<file path="config.mk">
export PLATFORM = sky130hd
export DESIGN_NAME = lru_page_replacement_unit
export DESIGN_NICKNAME = d
export VERILOG_FILES = /design/src/rtl/core/lru_pkg.sv /design/src/rtl/core/lru_ram.sv /design/src/rtl/core/lru_page_replacement_unit.sv
export SDC_FILE = /design/constraint.sdc
export NUM_CORES = 1
export LEC_CHECK = 0
export BUFFER_PORTS_ARGS = -buffer_cell sky130_fd_sc_hd__buf_2
export CAP_MARGIN = 20
export CORE_ASPECT_RATIO = 0.7
export CORE_UTILIZATION = 33
export DETAILED_ROUTE_END_ITERATION = 10
export SYNTH_ARGS = -nofsm -noshare
export SYNTH_HDL_FRONTEND = slang
export SYNTH_SLANG_ARGS = --single-unit
</file>
<file path="constraint.sdc">
create_clock -name clk -period 2.3 [get_ports clk]
set_input_delay 0.23 -clock clk [delete_from_list [all_inputs] [get_ports clk]]
set_output_delay 0.23 -clock clk [all_outputs]
set_load 0.03 [all_outputs]
</file>
<file path="src/rtl/core/lru_pkg.sv">
// lru_pkg: widths and constants shared by the LRU page replacement unit.
// No dependencies.
`timescale 1ns / 1ps
`default_nettype none

package lru_pkg;

  // Configuration register and result field widths
  localparam int unsigned FRAME_COUNT_W = 4;
  localparam int unsigned SLOT_W        = 3;
  localparam int unsigned COUNT_W       = 32;

  // Frame count after reset
  localparam logic [FRAME_COUNT_W-1:0] FRAME_COUNT_RESET = 4'd8;

  // Saturation value of the hit and fault totals
  localparam logic [COUNT_W-1:0] COUNT_MAX = '1;

endpackage : lru_pkg

`default_nettype wire

</file>
<file path="src/rtl/core/lru_ram.sv">
// lru_ram: generic simple dual-port RAM, one write and one registered read port.
// No dependencies.
`timescale 1ns / 1ps
`default_nettype none

module lru_ram #(
  parameter int unsigned WIDTH = 16,
  parameter int unsigned DEPTH = 8
) (
  input  wire logic                                   clk,
  input  wire logic                                   we,
  input  wire logic [((DEPTH > 1) ? $clog2(DEPTH) : 1)-1:0] waddr,
  input  wire logic [WIDTH-1:0]                       wdata,
  input  wire logic [((DEPTH > 1) ? $clog2(DEPTH) : 1)-1:0] raddr,
  output logic      [WIDTH-1:0]                       rdata
);

  logic [WIDTH-1:0] mem [DEPTH];

  // Write port and registered read port
  always_ff @(posedge clk) begin
    if (we) begin
      mem[waddr] <= wdata;
    end
    rdata <= mem[raddr];
  end

endmodule : lru_ram

`default_nettype wire

</file>
<file path="src/rtl/core/lru_page_replacement_unit.sv">
// lru_page_replacement_unit: LRU page replacement over a small set of frames.
// Uses lru_pkg for widths and constants, and lru_ram for page and rank storage.
`timescale 1ns / 1ps
`default_nettype none
//
//   channel   direction  handshake            payload
//   -------   ---------  -------------------  ------------------------------------------
//   in        input      in_valid / in_stall  page
//   out       output     out_valid/out_stall  hit, slot, replaced_valid, replaced_page,
//                                             hits_total, faults_total
//   cfg       input      cfg_we               cfg_wdata (frame_count)
//
// One item takes one pass over the first n frames of the page and rank memories to
// search, then a second pass over the rank memory to age the frames, n being the
// active frame count; each memory read port serves one frame per cycle. No new item
// is accepted until the result of the last one is loaded.
// Synchronous reset clears frame valid bits, totals and the sequencer; frame_count
// returns to 8. The result register lets the next item be accepted while a result
// still waits; the sequencer holds the next result until that one is transferred.

module lru_page_replacement_unit #(
  parameter int unsigned FRAMES    = 8,
  parameter int unsigned PAGE_BITS = 16
) (
  input  wire logic                               clk,
  input  wire logic                               rst,
  // configuration
  input  wire logic                               cfg_we,
  input  wire logic [lru_pkg::FRAME_COUNT_W-1:0]  cfg_wdata,
  // page reference input
  input  wire logic                               in_valid,
  output logic                                    in_stall,
  input  wire logic [PAGE_BITS-1:0]               page,
  // result output
  output logic                                    out_valid,
  input  wire logic                               out_stall,
  output logic                                    hit,
  output logic      [lru_pkg::SLOT_W-1:0]         slot,
  output logic                                    replaced_valid,
  output logic      [PAGE_BITS-1:0]               replaced_page,
  output logic      [lru_pkg::COUNT_W-1:0]        hits_total,
  output logic      [lru_pkg::COUNT_W-1:0]        faults_total
);

  import lru_pkg::*;

  localparam int unsigned IW = (FRAMES > 1) ? $clog2(FRAMES) : 1; // frame index
  localparam int unsigned RW = IW;                                // rank
  localparam int unsigned LW = RW + 1;                            // rank limit
  localparam int unsigned CW = $clog2(FRAMES + 1);                // frame count

  localparam logic [RW-1:0] RANK_TOP   = RW'(FRAMES - 1);
  localparam logic [LW-1:0] LIMIT_FULL = LW'(FRAMES);

  typedef enum logic [1:0] {
    ST_IDLE,
    ST_SCAN,
    ST_UPDATE,
    ST_FINISH
  } state_t;

  state_t                 state;
  logic [FRAME_COUNT_W-1:0] frame_count;
  logic [FRAMES-1:0]      frame_valid;
  logic [COUNT_W-1:0]     hit_counter;
  logic [COUNT_W-1:0]     fault_counter;

  logic [PAGE_BITS-1:0]   page_q;
  logic [CW-1:0]          n_act;
  logic [CW-1:0]          rd_idx;
  logic                   chk_vld;
  logic [IW-1:0]          chk_idx;

  // search results
  logic                   hit_found;
  logic [IW-1:0]          hit_idx;
  logic [RW-1:0]          hit_rank;
  logic                   empty_found;
  logic [IW-1:0]          empty_idx;
  logic [IW-1:0]          max_idx;
  logic [RW-1:0]          max_rank;
  logic [PAGE_BITS-1:0]   max_page;

  // decision for the update pass
  logic                   is_hit;
  logic                   is_repl;
  logic [IW-1:0]          slot_idx;
  logic [LW-1:0]          limit;
  logic [PAGE_BITS-1:0]   repl_page;

  logic [PAGE_BITS-1:0]   page_rdata;
  logic [RW-1:0]          rank_rdata;

  logic                   issue;
  logic                   pass_done;
  logic                   in_xfer;
  logic                   out_free;
  logic                   chk_valid_bit;
  logic [CW-1:0]          n_req;

  logic                   dec_hit;
  logic                   dec_repl;
  logic [IW-1:0]          dec_slot;
  logic [LW-1:0]          dec_limit;

  logic                   page_we;
  logic                   rank_we;
  logic [RW-1:0]          rank_wdata;

  // Handshake terms
  assign in_stall  = (state != ST_IDLE);
  assign in_xfer   = in_valid && !in_stall;
  assign out_free  = !out_valid || !out_stall;
  assign issue     = (rd_idx < n_act);
  assign pass_done = !issue && !chk_vld;
  assign chk_valid_bit = frame_valid[chk_idx];

  // Active frame count from the register: zero means one, clamp to FRAMES
  always_comb begin
    if (frame_count == '0) begin
      n_req = CW'(1);
    end else if (32'(frame_count) > 32'(FRAMES)) begin
      n_req = CW'(FRAMES);
    end else begin
      n_req = CW'(frame_count);
    end
  end

  // Outcome of the search pass
  always_comb begin
    dec_hit   = hit_found;
    dec_repl  = 1'b0;
    dec_slot  = max_idx;
    dec_limit = LIMIT_FULL;
    if (hit_found) begin
      dec_slot  = hit_idx;
      dec_limit = {1'b0, hit_rank};
    end else if (empty_found) begin
      dec_slot = empty_idx;
    end else begin
      dec_repl = 1'b1;
    end
  end

  // Page store write: miss fills the chosen frame at the end of the search
  assign page_we = (state == ST_SCAN) && pass_done && !dec_hit;

  // Rank update: chosen frame goes to zero, others age below the limit
  always_comb begin
    rank_wdata = rank_rdata + RW'(1);
    rank_we    = 1'b0;
    if ((state == ST_UPDATE) && chk_vld) begin
      if (chk_idx == slot_idx) begin
        rank_wdata = '0;
        rank_we    = 1'b1;
      end else if (chk_valid_bit && ({1'b0, rank_rdata} < limit) &&
                   (rank_rdata < RANK_TOP)) begin
        rank_we = 1'b1;
      end
    end
  end

  lru_ram #(
    .WIDTH (PAGE_BITS),
    .DEPTH (FRAMES)
  ) u_page_ram (
    .clk   (clk),
    .we    (page_we),
    .waddr (dec_slot),
    .wdata (page_q),
    .raddr (rd_idx[IW-1:0]),
    .rdata (page_rdata)
  );

  lru_ram #(
    .WIDTH (RW),
    .DEPTH (FRAMES)
  ) u_rank_ram (
    .clk   (clk),
    .we    (rank_we),
    .waddr (chk_idx),
    .wdata (rank_wdata),
    .raddr (rd_idx[IW-1:0]),
    .rdata (rank_rdata)
  );

  // Sequencer, frame state, totals and result register
  always_ff @(posedge clk) begin
    if (rst) begin
      state         <= ST_IDLE;
      frame_count   <= FRAME_COUNT_RESET;
      frame_valid   <= '0;
      hit_counter   <= '0;
      fault_counter <= '0;
      out_valid     <= 1'b0;
      chk_vld       <= 1'b0;
      rd_idx        <= '0;
    end else begin
      if (cfg_we) begin
        frame_count <= cfg_wdata;
      end
      // result leaves; a load in the finish state sets it again
      if (out_valid && !out_stall && (state != ST_FINISH)) begin
        out_valid <= 1'b0;
      end

      case (state)
        ST_IDLE: begin
          chk_vld <= 1'b0;
          if (in_xfer) begin
            page_q      <= page;
            n_act       <= n_req;
            rd_idx      <= '0;
            hit_found   <= 1'b0;
            empty_found <= 1'b0;
            state       <= ST_SCAN;
          end
        end

        ST_SCAN: begin
          chk_vld <= issue;
          chk_idx <= rd_idx[IW-1:0];
          if (issue) begin
            rd_idx <= rd_idx + CW'(1);
          end
          // evaluate the frame whose data is on the read ports
          if (chk_vld) begin
            if (!hit_found && chk_valid_bit && (page_rdata == page_q)) begin
              hit_found <= 1'b1;
              hit_idx   <= chk_idx;
              hit_rank  <= rank_rdata;
            end
            if (!empty_found && !chk_valid_bit) begin
              empty_found <= 1'b1;
              empty_idx   <= chk_idx;
            end
            if ((chk_idx == '0) || (rank_rdata > max_rank)) begin
              max_idx  <= chk_idx;
              max_rank <= rank_rdata;
              max_page <= page_rdata;
            end
          end
          if (pass_done) begin
            is_hit    <= dec_hit;
            is_repl   <= dec_repl;
            slot_idx  <= dec_slot;
            limit     <= dec_limit;
            repl_page <= dec_repl ? max_page : '0;
            if (!dec_hit) begin
              frame_valid[dec_slot] <= 1'b1;
            end
            rd_idx <= '0;
            state  <= ST_UPDATE;
          end
        end

        ST_UPDATE: begin
          chk_vld <= issue;
          chk_idx <= rd_idx[IW-1:0];
          if (issue) begin
            rd_idx <= rd_idx + CW'(1);
          end
          if (pass_done) begin
            state <= ST_FINISH;
          end
        end

        ST_FINISH: begin
          if (out_free) begin
            out_valid      <= 1'b1;
            hit            <= is_hit;
            slot           <= SLOT_W'(slot_idx);
            replaced_valid <= is_repl;
            replaced_page  <= repl_page;
            if (is_hit) begin
              if (hit_counter != COUNT_MAX) begin
                hit_counter <= hit_counter + COUNT_W'(1);
              end
            end else begin
              if (fault_counter != COUNT_MAX) begin
                fault_counter <= fault_counter + COUNT_W'(1);
              end
            end
            state <= ST_IDLE;
          end
        end

        default: begin
          state <= ST_IDLE;
        end
      endcase
    end
  end

  assign hits_total   = hit_counter;
  assign faults_total = fault_counter;

  // An accepted transfer always starts a multi-cycle search
  a_busy_after_accept: assert property (@(posedge clk) disable iff (rst)
    in_xfer |=> in_stall)
    else $error("input not stalled after accepted transfer");

  // A hit never evicts anything
  a_hit_no_evict: assert property (@(posedge clk) disable iff (rst)
    out_valid |-> !(hit && replaced_valid))
    else $error("hit reported with an evicted page");

  // No eviction means the evicted page field reads zero
  a_no_evict_zero: assert property (@(posedge clk) disable iff (rst)
    (out_valid && !replaced_valid) |-> (replaced_page == '0))
    else $error("evicted page nonzero without eviction");

  // Totals only move when a result is loaded
  a_totals_stable: assert property (@(posedge clk) disable iff (rst)
    (state != ST_FINISH) |=> ($stable(hit_counter) && $stable(fault_counter)))
    else $error("totals changed outside result load");

  // The read pointer never runs past the active frame count
  a_rd_bound: assert property (@(posedge clk) disable iff (rst)
    ((state == ST_SCAN) || (state == ST_UPDATE)) |-> (rd_idx <= n_act))
    else $error("read pointer beyond active frames");

endmodule : lru_page_replacement_unit

`default_nettype wire

</file>
# ---- Word level (Yosys, flattened, before mapping)
# Memory sizes are Yosys's and may differ from the RTL's. A register that Yosys moved wholly into a read port is not among the register bits.
# Cells that the tools add are included.
# Widths: inputs -> output; s select.
dict set report classes {
  add_sub_neg 4
  n_lt_le_gt_ge 8
  n_eq_ne 15
  n_mux 39
  n_bitwise 4
  reduce_logical 46
}
# cell n
set ops {}
lappend ops {{$add 32x1->32 const B} 2}
lappend ops {{$ne 32x32->1 const B} 2}
lappend ops {{$reduce_and 4->1} 6}
lappend ops {{$mux 4} 5}
lappend ops {{$mux 1} 19}
lappend ops {{$eq 16x16->1} 1}
lappend ops {{$logic_and 1x1->1} 13}
lappend ops {{$mux 3} 4}
lappend ops {{$ne 2x2->1 const B} 6}
lappend ops {{$pmux 4 s3} 1}
lappend ops {{$reduce_and 3->1} 4}
lappend ops {{$reduce_and 5->1} 2}
lappend ops {{$logic_not 1->1} 8}
lappend ops {{$lt 3x4->1 const B} 2}
lappend ops {{$mux 2} 4}
lappend ops {{$or 8x8->8} 1}
lappend ops {{$pmux 2 s4} 1}
lappend ops {{$pmux 1 s2} 3}
lappend ops {{$reduce_bool 2->1} 3}
lappend ops {{$add 4x1->4 const B} 1}
lappend ops {{$eq 2x2->1 const B} 2}
lappend ops {{$gt 4x4->1 const B} 1}
lappend ops {{$logic_not 4->1} 1}
lappend ops {{$lt 3x4->1} 1}
lappend ops {{other kinds (17)} 23}
dict set report totals {
  register_bits 186
  ram_bits 152
  in_bits 25
  output_inout_bits 87
  elab_cells 148
  mem_count 2
}
# name words width read_ports rd_ports_with_merged_regs write_ports line_no
set mem_list {}
lappend mem_list {u_page_ram.mem 8 16 1 1 1 lru_ram.sv:18} ;# logic [WIDTH-1:0] mem [DEPTH];
lappend mem_list {u_rank_ram.mem 8 3 1 1 1 lru_ram.sv:18}

# ---- Logic depth before layout (Yosys ltp)
# Gate-level depths: netlist (run 1).
dict set report depth {
  word_depth 9
  ltp_mapped 8
  mapped_depth_nobuf 7
}

# ---- Modules after synthesis
# A second synthesis (run 1) with hierarchy kept.
dict set report hier_totals {
  cells_unflattened 1001
  hier_area_um2 14498.9
}
# module instances cells_per_inst area_each_um2 seq_area_each_um2
set modules_own_cells {}
lappend modules_own_cells {lru_page_replacement_unit 1 737 8162.8 4744.6}
lappend modules_own_cells {{lru_ram (u_page_ram)} 1 214 5293.8 4164.0}
lappend modules_own_cells {{lru_ram (u_rank_ram)} 1 50 1042.2 780.7}

# ---- Worst setup path after synthesis (run 1)
# No wires, ideal clock.
dict set report synth_timing {
  kind {register -> register}
  start {register chk_idx[0]}
  end {register max_idx[0], enable pin}
  setup_time_ns 0.408
  arrival_ns 2.117
  required_time_ns 1.892
  setup_slack_ns -0.226
  path_stages_with_launch 4
  path_buffers 1
  synth_period_minus_slack_ns 2.526
  cell_sequence {edfxtp_1 clkbuf_1 or3_1 a21oi_1}
}
dict set report synth_between {
  elab_chain_cells 3
}
# element line_no
set synth_lines {}
lappend synth_lines {{from (decl)} lru_page_replacement_unit.sv:72} ;# logic [IW-1:0] chk_idx;
lappend synth_lines {{from (signal assigned)} lru_page_replacement_unit.sv:222} ;# chk_idx <= rd_idx[IW-1:0];
lappend synth_lines {{from (signal assigned)} lru_page_replacement_unit.sv:259} ;# chk_idx <= rd_idx[IW-1:0];
lappend synth_lines {{$logic_not 3->1} lru_page_replacement_unit.sv:237} ;# if ((chk_idx == '0) || (rank_rdata > max_rank)) begin
lappend synth_lines {{$logic_or 1x1->1} lru_page_replacement_unit.sv:237}
lappend synth_lines {{$reduce_and 4->1 (no source line)} --}
lappend synth_lines {{to (signal assigned)} lru_page_replacement_unit.sv:238} ;# max_idx <= chk_idx;
lappend synth_lines {{to (decl)} lru_page_replacement_unit.sv:80} ;# logic [IW-1:0] max_idx;
# No other way between the ends.
# A chain may end at the register's enable or synchronous reset.

# ---- Worst setup path after layout (run 1)
dict set report layout_timing {
  start {register state[1]}
  end {register hit_counter[28], in the netlist hits_total[28]}
}
dict set report layout_between {
  elab_chain_cells 2
}
# element line_no
set layout_lines {}
lappend layout_lines {{from (decl)} lru_page_replacement_unit.sv:62} ;# state_t state;
lappend layout_lines {{from (signal assigned)} lru_page_replacement_unit.sv:190} ;# state <= ST_IDLE;
lappend layout_lines {{from (signal assigned)} lru_page_replacement_unit.sv:216} ;# state <= ST_SCAN;
lappend layout_lines {{from (signal assigned)} lru_page_replacement_unit.sv:253} ;# state <= ST_UPDATE;
lappend layout_lines {{$eq 2x2->1} lru_page_replacement_unit.sv:207} ;# case (state)
lappend layout_lines {{$reduce_and 4->1 (no source line)} --}
lappend layout_lines {{to (signal assigned)} lru_page_replacement_unit.sv:277} ;# hit_counter <= hit_counter + COUNT_W'(1);
lappend layout_lines {{to (decl)} lru_page_replacement_unit.sv:65} ;# logic [COUNT_W-1:0] hit_counter;
# No other way between the ends.

==> results.yml, run 1 <==
global_route:
  grt_pass1_vias: 8685
  antenna_found_initial: 0
  grt_usage: 0.144
  overflow: 0
  grt_pass1_wl_mm: 49.6
  grt_max_degree: 51
placed_design:
  dp_cells: 1711
  dp.final_hpwl_mm: 21.2
  placed_area_sq_um: 16200
  place_ws_ns: 0.0500
  io_buffer_count: 111
  place_congestion: 0.838
synthesis:
  synth_ff_type: "edfxtp_1"
  ys_seq_area_frac: 0.675
  ys_warn_count: 0
  synth.most_common_cell: "edfxtp_1"
  synth_area_leaders: "edfxtp_1, dfxtp_1, mux4_2"
  synth_area_leader_cell: "edfxtp_1"
  ys_seq_elements: 357
  synth_edf_count: 254
  synthArstFlopShare: 0
  ys_types: 56
  synthCells: 1001
  netlist_top_cells_count: "edfxtp_1, dfxtp_1, nor2_1, a21oi_1, nand2_1"
  synthesis.area_sq_um: 14300
  yosysTopAreaCellShare: 0.532
  syn_avg_cell_area_sq_um: 14.3
  synthesis.nets: 1043
worst_hold_path:
  hold_class: "in2reg"
  worstHoldStart: "cfg_we"
  whs_path_depth: 3
floorplanning:
  core.rowCount: 63
  core_sq_um: 42600
  dieArea_sq_um: 44300
  die_w_um: 251
  die_y_um: 176
  io_pins: 112
  start_util: 0.337
sta:
  fin_crit_sh: 0.973
  finalCriticalPeriod_ns: 2.24
  slew_violations: 0
  tightestPinTransition_ns: 0.643
  setup_violations: 0
  skew_ns: 0.0168
  fmax_mhz: 447
  setup_tns_ns: 0
  maxSlewHeadroom: 0.571
  worst_slack_ns: 0.0618
  holdWs_ns: 0.0379
  hold_viol_final: 0
  rsz0062_at_grt: "true"
clocking:
  clockBufferDepth: 3
  cts_buffers: 39
  path_clk_slew_ns: 0.06
  htreeDepth: 2
  insertion_delay_ns: 0.54
  cts_tree: "yes"
  cts.sinks: 357
  cts-root-buf: "clkbuf_16"
power_and_ir_drop:
  p_comb_frac: 0.136
  swShare: 0.252
  power.total_mw: 15.9
  leakagePower_nw: 6.11
  p_per_area_nw_per_um2: 896
  seqPwrFrac: 0.480
  p_switching_mw: 4.01
  pwr-share-clk: 0.384
  ir_drop_mv: 0.426
  intPower_mw: 11.9
routing:
  drt-initial-drc-count: 683
  drc: 0
  detail_route.first_pass.iterations: 5
  wl_mm: 31.9
  drt-wirelength-per-cell_um: 17.6
  ant_nets: 0
  vias_per_cell: 4.98
  num_vias: 9000
cells_and_area:
  final_cells: 1809
  diodes: 0
  area_growth_pct: 23.8
  fin_util: 0.417
  design_area_sq_um: 17800
  final_layout_size_suffix_gt1_frac: 0.288
  layout.nets: 1269
  fillers: 3909
critical_path:
  arrival_ns: 2.70
  cp-start-kind: "flop"
  startpoint: "state[1]$_SDFFE_PP0P_"
  crit_path_end_kind: "flop"
  required_ns: 2.76
  cp_max_fo: 5
  r2r_start: "state[1]$_SDFFE_PP0P_"
  reg2reg_depth: 6
  critPathKind: "reg2reg"
run:
  maxCapViolCount: 0
run_status:
  status: "finished clean"
cell usage in the layout, fill, tap and decap left out, types with 4 or more instances in the layout:
| master | count |
|---|---|
| edfxtp_1 | 254 |
| buf_2 | 111 |
| dfxtp_1 | 97 |
| buf_4 | 87 |
| nor2_1 | 69 |
| a21oi_1 | 60 |
| nand2_1 | 41 |
| mux4_2 | 40 |
| clkbuf_16 | 39 |
| mux2_2 | 32 |
| nand3_1 | 27 |
| o31ai_1 | 27 |
| nand4_1 | 26 |
| and2_1 | 25 |
| or4_1 | 25 |
| inv_1 | 23 |
| dlygate4sd3_1 | 23 |
| o21ai_0 | 21 |
| or3_1 | 20 |
| xnor2_1 | 19 |
| nor2b_1 | 17 |
| ha_1 | 16 |
| xor2_1 | 11 |
| nor3_1 | 11 |
| nor4_1 | 9 |
| mux2i_1 | 8 |
| clkinv_1 | 8 |
| nand2b_1 | 7 |
| clkbuf_1 | 7 |
| buf_12 | 7 |
| and3_1 | 6 |
| clkinv_2 | 6 |
| and4_1 | 5 |
| a211oi_1 | 4 |
| a2111oi_0 | 4 |
| dfxtp_2 | 4 |
what timing repair did:
| action | 4_1_cts | 5_1_grt |
|---|---|---|
| hold endpoints to repair | 25 | 0 |
| buffers inserted | 0 | 4 |
| endpoints found under the setup margin | 0 | 22 |
| resized for setup | 0 | 10 |
| hold buffers | 23 | 0 |
cell type report:
class / instances / area, sq um / area share
Clock inverter: 24 / 233 / 0.0131
Sequential cell: 357 / 9700 / 0.546
Multi-Input combinational cell: 578 / 4450 / 0.251
Timing Repair Buffer: 228 / 1580 / 0.0889
Clock buffer: 47 / 1020 / 0.0572
Tap cell: 552 / 691 / 0.0389
Inverter: 23 / 86.3 / 0.00486
critical path: stages, from the launching register on:
cell,delay [ns]
dfxtp_4,0.37
ha_4,0.14
a21bo_1,0.21
or4_4,0.53
or4_4,0.45
or3_1,0.32
a21oi_1,0.14
flip-flops by register name, indices dropped and copies added, names as in the netlist, 4 cells and up:
name / flops
frame_valid: 8
u_rank_ram.mem: 24
replaced_page: 16
hits_total: 32
rd_idx: 4
u_page_ram.rdata: 16
limit: 4
u_page_ram.mem: 128
faults_total: 32
frame_count: 4
page_q: 16
repl_page: 16
n_act: 4
max_page: 16
worst paths after layout:
| kind | end | slack [ns] |
|---|---|---|
| min | frame_count[0]$_SDFFE_PP0P_ | 0.04 |
| max | hits_total[28]$_SDFFE_PP0P_ | 0.06 |
| max reg2reg | hits_total[28]$_SDFFE_PP0P_ | 0.06 |
| min reg2reg | replaced_page[2]$_DFFE_PP_ | 0.40 |
logic make-up after synthesis:
logic type      count (synthesis)  share of synthesized area
compound gates                142                     0.0618
buf+inv                        66                     0.0181
xor+xnor                       30                     0.0183
mux                            80                     0.0935
fa+ha+maj                      17                     0.0148
simple gates                  309                      0.118
flops                         357                      0.675
power groups by stage:
stage                     clock, mW  combinational (mW)  sequential [mW]
final                          6.10                2.17             7.63
after global placement            0                2.11             7.75
after global routing           6.52                2.39             7.67
after detailed placement          0                2.14             7.77
after floorplan                   0                1.47             7.70
after CTS                      6.27                2.19             7.63
per-layer routing:
layer / up-vias / part of all wire / track usage
li1: 4332 / - / -
met1: 4434 / 0.49 / 0.211
met2: 180 / 0.44 / 0.219
met3: 54 / 0.042 / 0.0237
met4: 0 / 0.022 / 0.0409
met5: - / 0 / 0
Power figures use the tool's default switching activity.
==> run 2, diff against run 1 <==
- SYNTH_HIERARCHICAL: not set -> 1
- TNS_END_PERCENT: not set -> 50
==> run 2 against run 1 <==
The run now ends with setup timing left. Die area up 1.1%. Via count rose by 2.7%. Routed wire length is 1.9% higher. Design area is 2.0% higher.
==> results.yml, run 2 <==
run_status:
  status: "complete, but fails checks"
  violations: "setup timing"
routing:
  vias_per_cell: 4.99
  drc: 0
  wl_mm: 32.5
  ant_nets: 0
  drt-initial-drc-count: 742
  detail_route.first_pass.iterations: 5
  drt-wirelength-per-cell_um: 17.6
  num_vias: 9239
sta:
  rsz0062_at_grt: "true"
  slew_violations: 0
  tightestPinTransition_ns: 0.715
  fin_crit_sh: 1.01
  worst_slack_ns: -0.0208
  hold_viol_final: 0
  finalCriticalPeriod_ns: 2.32
  skew_ns: 0.0269
  setup_violations: 23
  setup_tns_ns: -0.200
  fmax_mhz: 431
  maxSlewHeadroom: 0.523
worst_hold_path:
  hold_class: "in2reg"
power_and_ir_drop:
  ir_drop_mv: 0.476
  leakagePower_nw: 6.29
  power.total_mw: 15.2
  p_per_area_nw_per_um2: 837
floorplanning:
  core_sq_um: 42800
  io_pins: 112
  core.rowCount: 63
  dieArea_sq_um: 44800
  die_y_um: 177
  start_util: 0.339
  die_w_um: 253
placed_design:
  io_buffer_count: 111
  place_congestion: 0.847
  dp_cells: 1752
  dp.final_hpwl_mm: 21.6
cells_and_area:
  final_cells: 1851
  largest_reg_flops: 128
  area_growth_pct: 24.9
  layout.nets: 1279
  largest_register: "u_page_ram/mem"
  diodes: 0
  fin_util: 0.423
  layout_common_cells: "edfxtp_1, buf_2, dfxtp_1"
  layout_commonest_cell: "edfxtp_1"
  final_layout_size_suffix_gt1_frac: 0.263
clocking:
  path_clk_slew_ns: 0.06
  clockBufferDepth: 3
  cts_tree: "yes"
  insertion_delay_ns: 0.53
  htreeDepth: 2
  cts_buffers: 38
  cts.sinks: 357
  cts-root-buf: "clkbuf_16"
synthesis:
  synth_ff_type: "edfxtp_1"
  synthArstFlopShare: 0
  ys_seq_area_frac: 0.668
  synthCells: 1001
  yosysTopAreaCellShare: 0.526
  synthesis.nets: 1043
  synth_area_leader_cell: "edfxtp_1"
  synth_edf_count: 254
  ys_seq_elements: 357
  synth_area_leaders: "edfxtp_1, dfxtp_1, mux4_1"
  synthesis.area_sq_um: 14500
  syn_avg_cell_area_sq_um: 14.5
  ys_warn_count: 6
  ys_types: 62
  netlist_top_cells_count: "edfxtp_1, dfxtp_1, a21oi_1, nor2_1, nand2_1"
  synth.most_common_cell: "edfxtp_1"
critical_path:
  critPathMaxStageDelay_ns: 0.34
  required_ns: 2.54
  crit_top_cell: "buf_4"
  crit_buf_inv: 4
  crit_path_end_kind: "flop"
  crit_chain: "inv_2, ha_4, o21a_1, nor2_4, or3_4, nor3b_4, buf_4, nand2_4, nor3_4, buf_4, buf_16"
  critPathTopFamily: "simple AND/OR/NAND/NOR gates"
  cpMaxStageDelayCell: "edfxtp_1"
  cp_max_fo: 8
  critPathKind: "reg2reg"
  arrival_ns: 2.56
  cp-start-kind: "flop"
global_route:
  grt_max_degree: 44
  overflow: 0
  antenna_found_initial: 0
  grt_pass1_wl_mm: 49.8
  grt_usage: 0.143
  grt_pass1_vias: 8810
run:
  maxCapViolCount: 0
## run 2: worst reg2reg max path: cells and delay by family (launching register included)
family | cells | cell delay [ns]
buffers and inverters | 4 | 0.49
AOI/OAI and AO/OA | 1 | 0.15
and+or+nand+nor | 5 | 0.82
adders and majority gates | 1 | 0.25
DFF | 1 | 0.34
## run 2: through the flow
step / hold slack (ns) / area, sq um / setup WS [ns]
4_1_cts: 0.00990 / 18100 / -0.0241
6_report: 0.0328 / 18100 / -0.0208
3_5_place_dp: 0.405 / 16500 / -0.0996
5_1_grt: 0.0283 / 18100 / -0.121
3_3_place_gp: 0.404 / 16500 / -0.0804
2_1_floorplan: 0.329 / 14600 / -0.190
## run 2: layer usage
metal | up-vias | share of wire | track usage
li1 | 4402 | - | -
met1 | 4587 | 0.50 | 0.220
met3 | 49 | 0.045 | 0.0220
met4 | 0 | 0.021 | 0.0457
met5 | - | 0 | 0
met2 | 201 | 0.43 | 0.205
## run 2: power breakdown
part | internal, mW | switching (mW)
Combinational | 0.732 | 1.01
Sequential | 7.22 | 0.183
Clock | 3.58 | 2.44
Total | 11.5 | 3.63
## run 2: area by class of cell
cell class                      count  area [sq um]
Clock buffer                       53          1030
Timing Repair Buffer              231          1690
Tap cell                          585           732
Fill cell                        3829         24700
Inverter                           21          78.8
Clock inverter                     16           179
Multi-Input combinational cell    588          4700
Sequential cell                   357          9700
## run 2: cells by family (layout without fill, tap and decap cells)
kind of cell / count (synthesis) / count (layout) / share of synthesized area
xor+xnor: 26 / 26 / 0.0157
mux: 73 / 73 / 0.0960
fa+ha+maj: 17 / 17 / 0.0147
flops: 357 / 357 / 0.668
buf+inv: 56 / 321 / 0.0180
compound gates: 155 / 155 / 0.0652
simple gates: 317 / 317 / 0.122
## run 2: worst paths after layout
check / cells past startpoint / start / end / slack [ns]
worst max-delay path: 11 / n_act[2]$_SDFFCE_PP0P_ / u_page_ram/mem[4][0]$_DFFE_PP_ / -0.02
worst min-delay path: 2 / cfg_we / frame_count[3]$_SDFFE_PP1P_ / 0.03
worst max register to register: 11 / n_act[2]$_SDFFCE_PP0P_ / u_page_ram/mem[4][0]$_DFFE_PP_ / -0.02
worst min register to register: 0 / repl_page[6]$_SDFFCE_PN0P_ / replaced_page[6]$_DFFE_PP_ / 0.42
## run 2: what timing repair did
| item | in CTS | in global routing |
|---|---|---|
| hold buffers | 21 | 0 |
| pin swaps | 5 | 1 |
| gates resized for setup | 9 | 7 |
| endpoints found under the setup margin | 128 | 144 |
| gates cloned | 2 | 0 |
| buffers inserted | 6 | 1 |
| endpoints found under the hold margin | 21 | 0 |
==> run 3, diff against run 2 <==
- CORE_ASPECT_RATIO: 0.7 -> 1.5
==> run 3 against run 2 <==
First-iteration DRC count down 32%. Combinational power fell by 4%. Power fell by 2.7%. Global-route usage is 0.84 points lower. Highest routed layer unchanged. Largest cell class unchanged. Clock-buffer cell count is 7 lower. Critical path depth shrank 1. Hold slack improved by 0.022 ns. The run still ends with setup timing left. Critical path type unchanged. Sequential share of layout area grew 0.82 points. Non-clock buffer count fell by 25. Register-to-register slack got worse by 0.03 ns.
==> results.yml, run 3 (synthesis gave the netlist of run 2 again) <==
run_status:
  status: "complete, but fails checks"
  violations: "setup timing"
sta:
  tightestPinTransition_ns: 0.713
  rsz0062_at_grt: "true"
  hold_viol_final: 0
  skew_ns: 0.0172
  fin_crit_sh: 1.02
  slew_violations: 0
  setup_violations: 43
  finalCriticalPeriod_ns: 2.35
  maxSlewHeadroom: 0.525
  fmax_mhz: 425
  holdWs_ns: 0.0545
  worst_slack_ns: -0.0544
routing:
  drt-wirelength-per-cell_um: 16.8
  detail_route.first_pass.iterations: 4
  drt-initial-drc-count: 504
  vias_per_cell: 4.94
  drc: 0
  ant_nets: 0
  wl_mm: 30.3
  num_vias: 8931
clocking:
  cts.sinks: 357
  cts_tree: "yes"
  cts_buffers: 36
  htreeDepth: 2
  insertion_delay_ns: 0.54
  cts-root-buf: "clkbuf_16"
  clockBufferDepth: 3
  path_clk_slew_ns: 0.06
power_and_ir_drop:
  leakagePower_nw: 6.11
  p_switching_mw: 3.60
  swShare: 0.244
  p_comb_frac: 0.113
  intPower_mw: 11.1
  pwr-share-clk: 0.385
  seqPwrFrac: 0.502
  p_per_area_nw_per_um2: 827
  ir_drop_mv: 0.460
cells_and_area:
  largest_register: "u_page_ram/mem"
  largest_reg_flops: 128
  final_layout_size_suffix_gt1_frac: 0.252
  diodes: 0
  layout.nets: 1252
  layout_common_cells: "edfxtp_1, buf_2, dfxtp_1"
  area_growth_pct: 23.0
  layout_commonest_cell: "edfxtp_1"
  design_area_sq_um: 17800
  fin_util: 0.413
run:
  maxCapViolCount: 0
critical_path:
  cp-start-kind: "flop"
  crit_path_end_kind: "flop"
  arrival_ns: 2.60
  cp_max_fo: 16
  required_ns: 2.54
  critPathKind: "reg2reg"
floorplanning:
  core.rowCount: 93
  die_y_um: 259
  start_util: 0.336
  dieArea_sq_um: 44800
  io_pins: 112
  die_w_um: 173
  core_sq_um: 43200
global_route:
  overflow: 0
  grt_pass1_vias: 8990
  grt_usage: 0.135
  antenna_found_initial: 0
  grt_pass1_wl_mm: 48.0
  grt_max_degree: 47
placed_design:
  dp.final_hpwl_mm: 21.4
  place_congestion: 0.826
  placed_area_sq_um: 16300
  io_buffer_count: 111
worst_hold_path:
  hold_class: "in2reg"
-- run 3: layout make-up --
cell class	count	area (sq um)
inverter	21	78.8
clock inverter	20	190
sequential	357	9690
multi-input combinational	588	4730
timing repair buffer	206	1470
clock buffer	46	958
fill	3950	25300
tap	570	713
-- run 3: critical path, stage by stage (launching register included) --
cell and delay, ns:
edfxtp_1 0.33, inv_1 0.04, ha_1 0.26, o21a_1 0.16, nor2_4 0.04, or3_4 0.35
nor3b_4 0.24, buf_4 0.18, nand2_8 0.07, nor3_4 0.20, buf_12 0.17
-- run 3: through the flow --
step,power (mW),cells,worst slack [ns],TNS (ns)
floorplan,8.60,1001,-0.190,-22.19
global placement,9.15,1717,-0.119,-6.66
detailed placement,9.18,1717,-0.138,-8.46
CTS,14.9,1806,-0.0710,-2.91
global route,15.3,1808,-0.184,-13.75
finish,14.7,1808,-0.0544,-1.25
-- run 3: per-layer routing --
layer	wire length, um	GRT usage
met1	12200	0.155
met2	16200	0.252
met3	1170	0.0222
met4	755	0.0467
met5	0	0
-- run 3: path summary, 6_finish.rpt --
check / start / to / slack [ns] / cells past startpoint
setup / recovery: n_act[3]$_SDFFCE_PP0P_ / u_page_ram/mem[4][9]$_DFFE_PP_ / -0.05 / 10
hold / removal: cfg_we / frame_count[2]$_SDFFE_PP0P_ / 0.05 / 3
hold reg to reg: repl_page[8]$_SDFFCE_PN0P_ / replaced_page[8]$_DFFE_PP_ / 0.41 / 0
setup reg to reg: n_act[3]$_SDFFCE_PP0P_ / u_page_ram/mem[4][9]$_DFFE_PP_ / -0.05 / 10
-- run 3: power groups by stage --
stage	Combinational (mW)	Clock (mW)	Sequential, mW
2_1_floorplan	1.05	0	7.54
3_3_place_gp	1.61	0	7.54
3_5_place_dp	1.62	0	7.55
4_1_cts	1.67	5.85	7.41
5_1_grt	1.83	6.06	7.44
6_report	1.67	5.67	7.41
-- run 3: timing repair --
item,in CTS,in global routing
hold endpoints to repair,21,0
setup endpoints to repair,129,145
buffers inserted,1,1
hold buffers,22,0
pin swaps,2,2
gates resized for setup,5,8
gates cloned,0,1
